## config.mk

```make
export PLATFORM = sky130hd
export DESIGN_NAME = base64_stream_decoder
export DESIGN_NICKNAME = d
export VERILOG_FILES = /design/src/hw/rtl/b64d_pkg.sv /design/src/hw/rtl/b64d_front.sv /design/src/hw/rtl/b64d_fifo.sv /design/src/hw/rtl/b64d_back.sv /design/src/hw/rtl/base64_stream_decoder.sv
export SDC_FILE = /design/constraint.sdc
export NUM_CORES = 1
export LEC_CHECK = 0
export BUFFER_PORTS_ARGS = -buffer_cell sky130_fd_sc_hd__buf_2
export CORE_UTILIZATION = 60
export DETAILED_ROUTE_END_ITERATION = 8
export HOLD_SLACK_MARGIN = 0.1
export PLACE_DENSITY = 0.76
export SLEW_MARGIN = 25
export SYNTH_ARGS = -nofsm -noshare
export SYNTH_HDL_FRONTEND = slang
export SYNTH_SLANG_ARGS = --single-unit
```

## constraint.sdc

```tcl
create_clock -name clk -period 6.6 [get_ports clk]
set_clock_uncertainty 0.2 [all_clocks]
set_input_delay 0.99 -clock clk [delete_from_list [all_inputs] [get_ports clk]]
set_output_delay 0.99 -clock clk [all_outputs]
set_load 0.005 [all_outputs]
```

## src/hw/rtl/b64d_pkg.sv

```systemverilog
package b64d_pkg;

    localparam int FIFO_DEPTH = 4;
    localparam int FIFO_AW    = $clog2(FIFO_DEPTH);

    localparam logic [2:0] ST_OK        = 3'd0;
    localparam logic [2:0] ST_DIGIT     = 3'd1;
    localparam logic [2:0] ST_PAD       = 3'd2;
    localparam logic [2:0] ST_AFTER_PAD = 3'd3;
    localparam logic [2:0] ST_SPACE     = 3'd4;

    localparam logic [7:0]  PAD_CHAR  = 8'h3D;
    localparam logic [15:0] CAP_RESET = 16'hFFFF;

    // one work unit handed from front to back: up to three bytes, then an
    // optional error beat
    typedef struct packed {
        logic [23:0] group;
        logic [1:0]  nbytes;
        logic [2:0]  status;
        logic        fin;
    } job_t;

    typedef struct packed {
        logic       valid;
        logic [5:0] value;
    } sextet_t;

    function automatic sextet_t sextet_of(input logic [7:0] c);
        sextet_t s;
        s.valid = 1'b1;
        s.value = 6'd0;
        if (c >= 8'd65 && c <= 8'd90) begin
            s.value = 6'(c - 8'd65);
        end else if (c >= 8'd97 && c <= 8'd122) begin
            s.value = 6'(c - 8'd97 + 8'd26);
        end else if (c >= 8'd48 && c <= 8'd57) begin
            s.value = 6'(c - 8'd48 + 8'd52);
        end else if (c == 8'd43) begin
            s.value = 6'd62;
        end else if (c == 8'd47) begin
            s.value = 6'd63;
        end else begin
            s.valid = 1'b0;
        end
        return s;
    endfunction

endpackage

```

## src/hw/rtl/b64d_front.sv

```systemverilog
module b64d_front (
    input  logic              clk,
    input  logic              rst_n,
    input  logic              push,
    output logic              full,
    input  logic [7:0]        enc_char,
    input  logic              final_char,
    input  logic              cfg_valid,
    output logic              cfg_ready,
    input  logic [15:0]       cfg_data,
    input  logic              fifo_full,
    output logic              job_push,
    output b64d_pkg::job_t    job
);
    import b64d_pkg::*;

    logic [15:0] cap_reg;
    logic [1:0]  pos_reg, pos_next;
    logic [17:0] acc_reg, acc_next;
    logic [1:0]  pad_reg, pad_next;
    logic [16:0] be_reg, be_next;
    logic        failed_reg, failed_next;

    logic        accept;
    logic        fail;
    logic [2:0]  fail_st;
    logic        do_emit;
    logic        clear_msg;
    logic [23:0] grp;
    logic [1:0]  want;
    logic [1:0]  fit;
    logic [16:0] room;
    sextet_t     sx;

    assign cfg_ready = 1'b1;
    assign full      = fifo_full;
    assign accept    = push && !fifo_full;
    assign sx        = sextet_of(enc_char);

    // bytes still allowed before the capacity is hit
    assign room = {1'b0, cap_reg} - be_reg;

    always_comb
    begin
        pos_next    = pos_reg;
        acc_next    = acc_reg;
        pad_next    = pad_reg;
        be_next     = be_reg;
        failed_next = failed_reg;
        fail        = 1'b0;
        fail_st     = ST_OK;
        do_emit     = 1'b0;
        clear_msg   = 1'b0;
        grp         = '0;
        want        = 2'd0;
        fit         = 2'd0;
        job_push    = 1'b0;
        job         = '0;

        if (accept)
        begin
            if (failed_reg)
            begin
                clear_msg = final_char;
            end
            else if (pad_reg != 2'd0 && pos_reg == 2'd0)
            begin
                fail    = 1'b1;
                fail_st = ST_AFTER_PAD;
            end
            else if (enc_char == PAD_CHAR)
            begin
                if (pos_reg < 2'd2)
                begin
                    fail    = 1'b1;
                    fail_st = ST_PAD;
                end
                else if (pos_reg == 2'd2)
                begin
                    acc_next = {acc_reg[11:0], 6'd0};
                    pad_next = 2'd1;
                    pos_next = 2'd3;
                    fail     = final_char;
                    fail_st  = ST_PAD;
                end
                else
                begin
                    grp      = {acc_reg, 6'd0};
                    want     = (pad_reg == 2'd1) ? 2'd1 : 2'd2;
                    pad_next = pad_reg + 2'd1;
                    pos_next = 2'd0;
                    acc_next = '0;
                    do_emit  = 1'b1;
                end
            end
            else if (pad_reg != 2'd0)
            begin
                fail    = 1'b1;
                fail_st = ST_AFTER_PAD;
            end
            else if (!sx.valid)
            begin
                fail    = 1'b1;
                fail_st = ST_DIGIT;
            end
            else if (pos_reg != 2'd3)
            begin
                acc_next = {acc_reg[11:0], sx.value};
                pos_next = pos_reg + 2'd1;
                fail     = final_char;
                fail_st  = ST_PAD;
            end
            else
            begin
                grp      = {acc_reg, sx.value};
                want     = 2'd3;
                pos_next = 2'd0;
                acc_next = '0;
                do_emit  = 1'b1;
            end
        end

        if (fail)
        begin
            job_push   = 1'b1;
            job.status = fail_st;
            job.fin    = final_char;
            clear_msg  = final_char;
            if (!final_char)
            begin
                failed_next = 1'b1;
            end
        end

        if (do_emit)
        begin
            if (be_reg >= {1'b0, cap_reg})
            begin
                fit = 2'd0;
            end
            else if (room < {15'd0, want})
            begin
                fit = room[1:0];
            end
            else
            begin
                fit = want;
            end
            job_push   = 1'b1;
            job.group  = grp;
            job.nbytes = fit;
            job.status = (fit != want) ? ST_SPACE : ST_OK;
            job.fin    = final_char;
            be_next    = be_reg + {15'd0, fit};
            clear_msg  = final_char;
            if (!final_char && fit != want)
            begin
                failed_next = 1'b1;
            end
        end

        if (clear_msg)
        begin
            pos_next    = '0;
            acc_next    = '0;
            pad_next    = '0;
            be_next     = '0;
            failed_next = 1'b0;
        end
    end

    always_ff @(posedge clk or negedge rst_n)
    begin
        if (!rst_n)
        begin
            cap_reg    <= CAP_RESET;
            pos_reg    <= '0;
            acc_reg    <= '0;
            pad_reg    <= '0;
            be_reg     <= '0;
            failed_reg <= 1'b0;
        end
        else
        begin
            if (cfg_valid && cfg_ready)
            begin
                cap_reg <= cfg_data;
            end
            pos_reg    <= pos_next;
            acc_reg    <= acc_next;
            pad_reg    <= pad_next;
            be_reg     <= be_next;
            failed_reg <= failed_next;
        end
    end

`ifndef SYNTH
    // a job always has something to deliver
    a_job_not_empty: assert property (@(posedge clk) disable iff (!rst_n)
        job_push |-> (job.nbytes != 2'd0 || job.status != ST_OK))
        else $error("front pushed an empty job");
`endif

endmodule

```

## src/hw/rtl/b64d_fifo.sv

```systemverilog
module b64d_fifo (
    input  logic              clk,
    input  logic              rst_n,
    input  logic              wr_en,
    input  b64d_pkg::job_t    wr_data,
    output logic              full,
    input  logic              rd_en,
    output b64d_pkg::job_t    rd_data,
    output logic              empty
);
    import b64d_pkg::*;

    localparam logic [FIFO_AW:0] DEPTH_CNT = (FIFO_AW + 1)'(FIFO_DEPTH);

    job_t               mem_reg [FIFO_DEPTH];
    logic [FIFO_AW-1:0] wr_ptr_reg;
    logic [FIFO_AW-1:0] rd_ptr_reg;
    logic [FIFO_AW:0]   count_reg;

    assign full    = (count_reg == DEPTH_CNT);
    assign empty   = (count_reg == '0);
    assign rd_data = mem_reg[rd_ptr_reg];

    always_ff @(posedge clk)
    begin
        if (wr_en)
        begin
            mem_reg[wr_ptr_reg] <= wr_data;
        end
    end

    always_ff @(posedge clk or negedge rst_n)
    begin
        if (!rst_n)
        begin
            wr_ptr_reg <= '0;
            rd_ptr_reg <= '0;
            count_reg  <= '0;
        end
        else
        begin
            if (wr_en)
            begin
                wr_ptr_reg <= wr_ptr_reg + 1'b1;
            end
            if (rd_en)
            begin
                rd_ptr_reg <= rd_ptr_reg + 1'b1;
            end
            if (wr_en && !rd_en)
            begin
                count_reg <= count_reg + 1'b1;
            end
            else if (rd_en && !wr_en)
            begin
                count_reg <= count_reg - 1'b1;
            end
        end
    end

`ifndef SYNTH
    a_no_overflow: assert property (@(posedge clk) disable iff (!rst_n)
        count_reg <= DEPTH_CNT)
        else $error("job queue count out of range");

    a_no_underflow: assert property (@(posedge clk) disable iff (!rst_n)
        rd_en |-> !empty)
        else $error("job queue read while empty");
`endif

endmodule

```

## src/hw/rtl/b64d_back.sv

```systemverilog
module b64d_back (
    input  logic              clk,
    input  logic              rst_n,
    input  logic              job_valid,
    input  b64d_pkg::job_t    job,
    output logic              job_pop,
    output logic              empty,
    input  logic              pop,
    output logic [7:0]        data_byte,
    output logic [2:0]        status,
    output logic              end_of_message
);
    import b64d_pkg::*;

    logic [1:0] idx_reg, idx_next;
    logic       out_valid_reg;
    logic [7:0] data_reg;
    logic [2:0] status_reg;
    logic       eom_reg;

    logic       load;
    logic       is_byte;
    logic       last;
    logic       last_byte;
    logic [7:0] sel_byte;
    logic [7:0] res_data;
    logic [2:0] res_status;
    logic       res_eom;

    // output register refills when empty or being taken this cycle
    assign load      = job_valid && (!out_valid_reg || pop);
    assign is_byte   = idx_reg < job.nbytes;
    assign last_byte = (idx_reg == job.nbytes - 2'd1);

    always_comb
    begin
        case (idx_reg)
            2'd0:    sel_byte = job.group[23:16];
            2'd1:    sel_byte = job.group[15:8];
            default: sel_byte = job.group[7:0];
        endcase
    end

    always_comb
    begin
        if (is_byte)
        begin
            res_data   = sel_byte;
            res_status = ST_OK;
            res_eom    = job.fin && job.status == ST_OK && last_byte;
            last       = job.status == ST_OK && last_byte;
        end
        else
        begin
            // trailing error beat
            res_data   = 8'd0;
            res_status = job.status;
            res_eom    = 1'b1;
            last       = 1'b1;
        end
    end

    assign job_pop  = load && last;
    assign idx_next = load ? (last ? 2'd0 : idx_reg + 2'd1) : idx_reg;

    always_ff @(posedge clk)
    begin
        if (load)
        begin
            data_reg   <= res_data;
            status_reg <= res_status;
            eom_reg    <= res_eom;
        end
    end

    always_ff @(posedge clk or negedge rst_n)
    begin
        if (!rst_n)
        begin
            idx_reg       <= '0;
            out_valid_reg <= 1'b0;
        end
        else
        begin
            idx_reg <= idx_next;
            if (load)
            begin
                out_valid_reg <= 1'b1;
            end
            else if (pop)
            begin
                out_valid_reg <= 1'b0;
            end
        end
    end

    assign empty          = !out_valid_reg;
    assign data_byte      = data_reg;
    assign status         = status_reg;
    assign end_of_message = eom_reg;

`ifndef SYNTH
    a_err_beat_form: assert property (@(posedge clk) disable iff (!rst_n)
        (out_valid_reg && status_reg != ST_OK) |-> (eom_reg && data_reg == 8'd0))
        else $error("error beat without end flag or with data");
`endif

endmodule

```

## src/hw/rtl/base64_stream_decoder.sv

```systemverilog
// Base64 stream decoder: one character per cycle in unless full is set, one result beat
// per cycle out while pop is held. A result passes through the job queue and then the
// output register on its way to the ports. The result side outruns the at most three
// beats of a quartet. A four-entry job queue absorbs stalls.
// Reset (async, active low) clears message state and sets the capacity to 65535.
module base64_stream_decoder (
    input  logic        clk,
    input  logic        rst_n,
    input  logic        push,
    output logic        full,
    input  logic [7:0]  enc_char,
    input  logic        final_char,
    output logic        empty,
    input  logic        pop,
    output logic [7:0]  data_byte,
    output logic [2:0]  status,
    output logic        end_of_message,
    input  logic        cfg_valid,
    output logic        cfg_ready,
    input  logic [15:0] cfg_data
);
    import b64d_pkg::*;

    logic job_push;
    job_t job_in;
    logic fifo_full;
    logic fifo_empty;
    logic job_pop;
    job_t job_head;

    b64d_front u_front (
        .clk        (clk),
        .rst_n      (rst_n),
        .push       (push),
        .full       (full),
        .enc_char   (enc_char),
        .final_char (final_char),
        .cfg_valid  (cfg_valid),
        .cfg_ready  (cfg_ready),
        .cfg_data   (cfg_data),
        .fifo_full  (fifo_full),
        .job_push   (job_push),
        .job        (job_in)
    );

    b64d_fifo u_fifo (
        .clk     (clk),
        .rst_n   (rst_n),
        .wr_en   (job_push),
        .wr_data (job_in),
        .full    (fifo_full),
        .rd_en   (job_pop),
        .rd_data (job_head),
        .empty   (fifo_empty)
    );

    b64d_back u_back (
        .clk            (clk),
        .rst_n          (rst_n),
        .job_valid      (!fifo_empty),
        .job            (job_head),
        .job_pop        (job_pop),
        .empty          (empty),
        .pop            (pop),
        .data_byte      (data_byte),
        .status         (status),
        .end_of_message (end_of_message)
    );

endmodule
```

==> results of run 1 <==
[logic make-up after synthesis]
family,count (synthesis),synth area share
and+or+nand+nor,238,0.125
DFF,198,0.560
AOI/OAI and AO/OA,152,0.101
buffers and inverters,82,0.0331
muxes,53,0.0920
adders and majority gates,46,0.0595
xor gates and xnor gates,33,0.0287
other,1,0.000373
[report_power, final]
group	switching, µW	total [µW]	internal [µW]
combinational	607	1070	460
clock	472	1000	530
sequential	69.8	1600	1530
[layer usage]
layer  part of all wire  global-route usage  wire length [µm]
met5                  0                   0                 0
met1               0.43               0.356              9360
met3              0.051              0.0475              1120
met2               0.51               0.452             11100
met4              0.016              0.0775               342
[stage by stage]
| step | hold WS, ps | power, µW | cells | instance area (µm²) |
|---|---|---|---|---|
| after floorplan | 256 | 2370 | 803 | 10100 |
| after global placement | 270 | 2640 | 1046 | 10500 |
| after detailed placement | 290 | 2700 | 1046 | 10500 |
| after CTS | 301 | 3690 | 1078 | 11100 |
| after global routing | 310 | 3850 | 1078 | 11100 |
| final | 299 | 3670 | 1078 | 11100 |
[worst max-delay path, delay by kind of cell]
kind,cells,cell delay (ps)
buffers and inverters,3,390
AO/OA/AOI/OAI,8,1830
AND/OR/NAND/NOR,8,2240
adder cells (fa/ha/maj),4,830
multiplexers,1,160
[worst min path at each step]
stage	end	start	slack, ps
4_1_cts	u_fifo.count_reg[2]$_DFFE_PN0P_	u_fifo.count_reg[2]$_DFFE_PN0P_	300
5_1_grt	u_fifo.count_reg[2]$_DFFE_PN0P_	u_fifo.count_reg[2]$_DFFE_PN0P_	310
6_report	u_fifo.count_reg[2]$_DFFE_PN0P_	u_fifo.count_reg[2]$_DFFE_PN0P_	300
3_5_place_dp	u_fifo.count_reg[2]$_DFFE_PN0P_	u_fifo.count_reg[2]$_DFFE_PN0P_	290
3_3_place_gp	u_fifo.count_reg[2]$_DFFE_PN0P_	u_fifo.count_reg[2]$_DFFE_PN0P_	270
2_1_floorplan	u_fifo.count_reg[2]$_DFFE_PN0P_	u_fifo.count_reg[2]$_DFFE_PN0P_	260
[final cells by class]
class	instances	area share
clock buffers	17	0.0383
inverters	48	0.0162
flip-flops and latches	198	0.507
clock inverters	15	0.0131
well taps	216	0.0243
multi-input cells	523	0.369
repair buffers	61	0.0315
[cells in the mapped netlist, types with 4 or more instances]
cell,number
buf_1,9
nor4_1,8
nand4_1,4
nor2b_1,18
mux4_2,30
o21ai_0,27
dfrtp_1,50
o31ai_1,4
dfstp_2,16
nor2_1,51
buf_2,5
edfxtp_1,132
ha_1,43
clkbuf_1,17
a21o_1,9
o22ai_1,4
inv_1,48
nor3_1,11
mux2i_1,7
a211oi_1,5
xnor2_1,25
a21oi_1,43
nand2_1,56
xor2_1,8
nand2b_1,9
nor3b_1,5
and3_1,6
nand3_1,24
and2_1,23
o21a_1,7
a22oi_1,14
a31oi_1,9
mux2_2,16
==> flow_summary.rst, run 1 <==
.. list-table::
   :header-rows: 1

   * - Metric
     - Value
   * - Final standard cell utilization of the core
     - 0.690
   * - Mean cell area of the mapped netlist
     - 12.5 µm²
   * - Height of the chip
     - 131 µm
   * - Static power due to leakage
     - 0.00420 µW
   * - Number of antenna violations at the first check in global routing
     - 0
   * - PostCTS Resize Cnt
     - 0
   * - Area share of the largest cell type after synthesis
     - 0.394
   * - R2R Path End
     - u_front.be_reg[14]$_DFFE_PN0P_
   * - Critical setup path kind
     - in -> reg
   * - Overall die area
     - about 0.017 mm²
   * - Fmax achieved
     - 0.159 GHz
   * - Delay of the slowest critical-path stage
     - 560 ps
   * - Initial core utilization
     - 0.624
   * - Transition time at the pin with the least slew margin
     - 931 ps
   * - Power per Cell Area
     - 330 mW/mm²
   * - Final number of max-transition violations
     - 0
   * - Number of buffers inserted for hold repair after clock tree synthesis
     - 0
   * - Most used DFF post-synth
     - edfxtp_1
   * - Vias in the first global route
     - 6752
   * - Total GRT Usage
     - 0.268
   * - Number of synthesis warnings
     - 0
   * - Most frequent standard cell in the layout excluding fill and tap cells
     - edfxtp_1
   * - Global-route wire length before repair
     - between 30000 and 40000 µm
   * - Count of standard-cell rows
     - 46
   * - Diode count
     - 0
   * - Post-route setup TNS
     - 0 ps
   * - Setup bufs post-CTS
     - 0
   * - Maximum clock insertion buffer count
     - 2
   * - Post-layout min period
     - around 6300 ps
   * - Routability Congestion
     - 0.884
   * - Class of the worst hold path
     - reg -> reg
   * - Type of element capturing the critical path
     - flip-flop
   * - CTS clock-pin slew for the worst setup and hold paths
     - approximately 70 ps
   * - I/O Pins
     - 45
   * - Cell at the root of the clock tree
     - clkbuf_16
   * - Routed Antenna Nets
     - 0
   * - Worst Reg2Reg Path Length in Cells
     - 21
   * - Setup slack of the critical path after layout
     - 300 ps
   * - Most Frequent Cell on Critical Path
     - ha_1
   * - Post-Place Worst Slack
     - -32.4 ps
   * - Per-cell via count in the routed design
     - roughly 6.2
   * - Max-capacitance violation count
     - 0
   * - Fraction of layout instances using a drive strength above 1
     - 0.201
   * - Crit path max-delay cell type
     - or4_4
   * - TritonCTS clock tree
     - done
   * - Highest fanout seen on the critical path
     - 10
   * - Main area contributors after synthesis
     - edfxtp_1, dfrtp_1, mux4_2
   * - Number of buffers created by CTS
     - 17
   * - Final Net Count
     - 925
   * - Register area
     - around 0.0056 mm²
   * - Crit path required time
     - 6760 ps
   * - Largest voltage drop on the vdd net
     - 0.000423 V
   * - Post-detailed-route wirelength per cell
     - 20.3 µm
   * - Number of filler instances in the final layout
     - 1155
   * - Cell Chain, Critical Path
     - buf_2, inv_1, ha_1, a21oi_1, a31oi_1, a2111oi_4, o41a_4, and3_1, inv_1, ha_1, a2111o_1, a221oi_1, o2111ai_1, nor4_1, nand4_1, or4_4, mux2i_1, nor2_1, ha_1, fa_1, nand2_1, or4_4, or3_1, a21oi_1
   * - # H-tree levels
     - 4
   * - Post-synth EDFFs
     - 132
   * - Number of remaining DRC errors
     - 0
   * - Count of input and output buffers
     - 43
   * - Fraction of synthesis flops using an asynchronous set or reset pin
     - 0.333
   * - Number of clock sinks seen by CTS
     - 198
   * - Instance count of the mapped netlist
     - 803
   * - Final Hold Violating Endpoints
     - 0
   * - Startpoint of the most critical register-to-register path
     - u_front.pos_reg[1]$_DFFE_PN0P_
   * - Worst relative slew slack
     - 0.364
   * - Type of element launching the critical path
     - primary input
   * - Final critical-path share of the clock period
     - 0.955
   * - Flip-flop and latch count after synthesis
     - 198
   * - Biggest area consumer among synthesized cells
     - edfxtp_1
   * - Clock latency on the worst-skew pair
     - 440 ps
   * - Number of flip-flops in the largest register
     - 120
   * - Library cells used by synthesis
     - 70
   * - Cell area after technology mapping
     - a little over 0.01 mm²
   * - Final setup violation count
     - 0
   * - First-pass DRT Iterations
     - 6
   * - Data arrival time at the worst-slack endpoint
     - around 6500 ps
   * - Total wire length after detailed routing
     - between 20000 and 25000 µm
   * - Worst setup path start
     - enc_char[2]
   * - Setup repair after global routing missed its margin
     - no
   * - P&R area growth vs syn
     - 10.5%
   * - Core Region
     - 0.0161 mm²
   * - DR vias
     - ~6700
   * - DP Wirelength
     - 15300 µm
   * - Setup slack of the worst register-to-register path
     - between 900 and 1000 ps
   * - CP Capture Point
     - u_front.be_reg[14]$_DFFE_PN0P_
   * - Hold Path Cell Cnt
     - 1
   * - Outcome
     - finished clean
   * - Multi-input gate area in the final layout
     - slightly above 0.004 mm²
   * - Share of the yosys chip area belonging to registers
     - 0.560
   * - Post-synthesis net count
     - ~880
   * - Iter 0 DRT Violations
     - roughly 740
   * - Leading cell types in the layout, fill and taps excluded
     - edfxtp_1, nand2_1, nor2_1
   * - Die outline width
     - 131 µm
   * - Largest net degree at the start of global routing
     - 67
   * - Overflow after GRT
     - 0
(Power assumes the default switching activity.)
==> run 2: changes to the inputs <==
CTS_CLUSTER_DIAMETER = 50   (was unset)
SLEW_MARGIN = 20   (was 25)
SYNTH_HIERARCHICAL = 1   (was unset)
==> flow_summary.rst, run 2 <==
.. list-table::
   :header-rows: 1

   * - Metric
     - Value
   * - Number of remaining DRC errors
     - 0 (unchanged)
   * - Number of filler instances in the final layout
     - 1243 (+7.6%)
   * - Post-route setup TNS
     - 0 ps (unchanged)
   * - Fraction of layout instances using a drive strength above 1
     - 0.210 (+0.00943)
   * - Most used DFF post-synth
     - edfxtp_1
   * - PostCTS Resize Cnt
     - 0 (unchanged)
   * - Diode count
     - 0 (unchanged)
   * - Total wire length after detailed routing
     - 22000 µm (+0.65%)
   * - Instance count of the mapped netlist
     - 870 (+8.3%)
   * - Number of clock sinks seen by CTS
     - 198 (unchanged)
   * - Setup bufs post-CTS
     - 0 (unchanged)
   * - Cell area after technology mapping
     - 0.0106 mm² (+5.5%)
   * - Type of element launching the critical path
     - primary input
   * - Final standard cell utilization of the core
     - 0.673 (-0.0171)
   * - Overall die area
     - 0.0182 mm² (+5.4%)
   * - Largest voltage drop on the vdd net
     - 0.000374 V (-12%)
   * - Routability Congestion
     - 0.935 (+5.8%)
   * - Power per Cell Area
     - 329 mW/mm² (-0.45%)
   * - Post-synth EDFFs
     - 132 (unchanged)
   * - Count of standard-cell rows
     - 48 (+4.3%)
   * - Count of input and output buffers
     - 43 (unchanged)
   * - Final Net Count
     - 990 (+7.0%)
   * - Total GRT Usage
     - 0.255 (-0.0130)
   * - Static power due to leakage
     - 0.00446 µW (+6.2%)
   * - Number of flip-flops in the largest register
     - 120 (unchanged)
   * - Vias in the first global route
     - 6801 (+0.73%)
   * - Cell area after placement
     - 0.0110 mm² (+4.2%)
   * - Outcome
     - finished clean
   * - P&R area growth vs syn
     - 9.65%
   * - Share of the yosys chip area belonging to registers
     - 0.531 (-0.0290)
   * - Number of synthesis warnings
     - 6 (+6)
   * - Height of the chip
     - 135 µm (+2.7%)
   * - Worst relative slew slack
     - 0.352 (-0.0119)
   * - Mean cell area of the mapped netlist
     - 12.2 µm² (-2.7%)
   * - Leading post-synthesis cells by instance count
     - edfxtp_1, nand2_1, inv_1
   * - Routed Antenna Nets
     - 0 (unchanged)
   * - # H-tree levels
     - 4 (unchanged)
   * - Area share of the largest cell type after synthesis
     - 0.374 (-0.0204)
   * - Max-capacitance violation count
     - 0 (unchanged)
   * - Per-cell via count in the routed design
     - 6.25 (+0.48%)
   * - Final setup violation count
     - 0 (unchanged)
   * - Most frequent standard cell in the layout excluding fill and tap cells
     - edfxtp_1
   * - Type of element capturing the critical path
     - flip-flop
   * - Largest net degree at the start of global routing
     - 67 (unchanged)
   * - Maximum clock insertion buffer count
     - 2 (unchanged)
   * - Post-detailed-route wirelength per cell
     - 19.1 µm (-5.9%)
   * - Flip-flop and latch count after synthesis
     - 198 (unchanged)
   * - Clock latency on the worst-skew pair
     - 440 ps (about the same)
   * - Register area
     - 0.00564 mm² (unchanged)
   * - Most instantiated library cell after synthesis
     - edfxtp_1
   * - Die outline width
     - 135 µm (+2.7%)
   * - Overflow after GRT
     - 0 (unchanged)
   * - Fmax achieved
     - 0.162 GHz (+1.9%)
   * - Setup repair after global routing missed its margin
     - no
   * - Final critical-path share of the clock period
     - 0.937 (-0.0178)
   * - First-pass DRT Iterations
     - 6 (unchanged)
   * - Number of antenna violations at the first check in global routing
     - 0 (unchanged)
   * - Cell at the root of the clock tree
     - clkbuf_16
   * - Iter 0 DRT Violations
     - 578 (-21%)
   * - Main area contributors after synthesis
     - edfxtp_1, dfrtp_1, mux4_2
   * - Critical setup path kind
     - in -> reg
   * - DP Wirelength
     - 14900 µm (-2.3%)
   * - Number of buffers created by CTS
     - 17 (unchanged)
   * - TritonCTS clock tree
     - done
   * - Initial core utilization
     - 0.613 (-0.0109)
   * - Multi-input gate area in the final layout
     - 0.00452 mm² (+10%)
   * - Crit path required time
     - 6720 ps (-40 ps)
   * - Core Region
     - 0.0173 mm² (+7.3%)
   * - I/O Pins
     - 45 (unchanged)
   * - Transition time at the pin with the least slew margin
     - 970 ps (+39.8 ps)
   * - Class of the worst hold path
     - reg -> reg
   * - Global-route wire length before repair
     - 35400 µm (-0.31%)
   * - Leading cell types in the layout, fill and taps excluded
     - edfxtp_1, nand2_1, inv_1
   * - Data arrival time at the worst-slack endpoint
     - 6300 ps (-160 ps)
   * - Fraction of synthesis flops using an asynchronous set or reset pin
     - 0.333 (unchanged)
   * - Post-layout min period
     - 6180 ps (-118 ps)
   * - Number of buffers inserted for hold repair after clock tree synthesis
     - 0 (unchanged)
   * - Final Hold Violating Endpoints
     - 0 (unchanged)
   * - Library cells used by synthesis
     - 99 (+41%)
   * - Area of all placed cells without fillers
     - 0.0116 mm² (+4.7%)
   * - DR vias
     - 7210 (+7.5%)
   * - Total power consumption of the routed design
     - 3830 µW (+4.2%)
   * - Final number of max-transition violations
     - 0 (unchanged)
   * - Post-synthesis net count
     - 945 (+7.5%)
   * - Biggest area consumer among synthesized cells
     - edfxtp_1
   * - Highest fanout seen on the critical path
     - 9 (-1)
   * - CTS clock-pin slew for the worst setup and hold paths
     - 80 ps (about the same)
==> run 2: changes by cell type after synthesis, moves of 7 or more <==
cell,previous run,this run
nor3_1,11,26
nand3_1,24,33
a21oi_1,43,51
xnor2_1,25,5
nor2b_1,18,5
a221oi_1,3,10
nand2_1,56,67
clkbuf_1,17,9
==> run 2: routing by layer <==
layer	vias up	share of wire	global-route usage
met3	23	0.060	0.0480
met4	0	0.011	0.0687
met2	259	0.47	0.403
met5	-	0	0
met1	3557	0.46	0.363
li1	3371	-	-
==> run 2: cell type report <==
cell class / instances / share of cell area
clock buffer: 17 / 0.0366
clock inverter: 15 / 0.0188
inverter: 54 / 0.0174
multi-input combinational: 583 / 0.388
sequential: 198 / 0.485
tap: 225 / 0.0242
timing repair buffer: 61 / 0.0301
==> run 2: path summary, 6_finish.rpt <==
kind                                                    end  slack (ps)                             from  cells past startpoint
min in group asynchronous   u_front/acc_reg[14]$_DFFE_PN0P_         560                            rst_n                      2
setup / recovery             u_front/be_reg[14]$_DFFE_PN0P_         420                      enc_char[0]                     24
setup reg to reg             u_front/be_reg[14]$_DFFE_PN0P_         940  u_fifo/count_reg[2]$_DFFE_PN0P_                     20
max in group asynchronous  u_fifo/rd_ptr_reg[0]$_DFFE_PN0P_        5010                            rst_n                      2
hold / removal              u_fifo/count_reg[2]$_DFFE_PN0P_         300  u_fifo/count_reg[2]$_DFFE_PN0P_                      1
hold reg to reg             u_fifo/count_reg[2]$_DFFE_PN0P_         300  u_fifo/count_reg[2]$_DFFE_PN0P_                      1
==> run 2: logic make-up (layout without fill, tap and decap cells) <==
| logic type | count (synthesis) | count (layout) | synth area share |
|---|---|---|---|
| buf+inv | 89 | 147 | 0.0448 |
| fa+ha+maj | 45 | 45 | 0.0545 |
| flops | 198 | 198 | 0.531 |
| simple gates | 280 | 280 | 0.140 |
| xor+xnor | 12 | 12 | 0.0112 |
| mux | 57 | 57 | 0.0922 |
| other cells | 1 | 1 | 0.000353 |
| compound gates | 188 | 188 | 0.126 |
==> run 2: critical path, stage by stage <==
cell and delay [ps]:
buf_2 190, inv_1 90, ha_1 260, nor2b_1 150
o211ai_1 230, o311a_1 340, o21ai_4 90, or4_4 480
a21bo_4 210, inv_1 60, ha_1 200, a2111oi_0 380
nand2_1 90, or4_1 400, nor4_1 260, nand3_1 130
nor3b_2 300, mux2i_1 130, and2_1 170, ha_1 200
ha_1 220, a41o_4 280, nand4_1 110, mux2_1 340
==> run 2: where the power goes <==
group | switching, µW | internal, µW | total (µW) | leakage [µW]
clock | 525 | 559 | 1080 | 0.000307
sequential | 76.3 | 1550 | 1620 | 0.00202
combinational | 631 | 489 | 1120 | 0.00213
==> run 2: stage by stage <==
stage / setup WS [ps] / cells / hold WS [ps]
final: 417 / 1153 / 299
after detailed placement: 74.0 / 1121 / 287
after global placement: 260 / 1121 / 274
after CTS: 446 / 1153 / 304
after global routing: 103 / 1153 / 330
after floorplan: 627 / 870 / 256
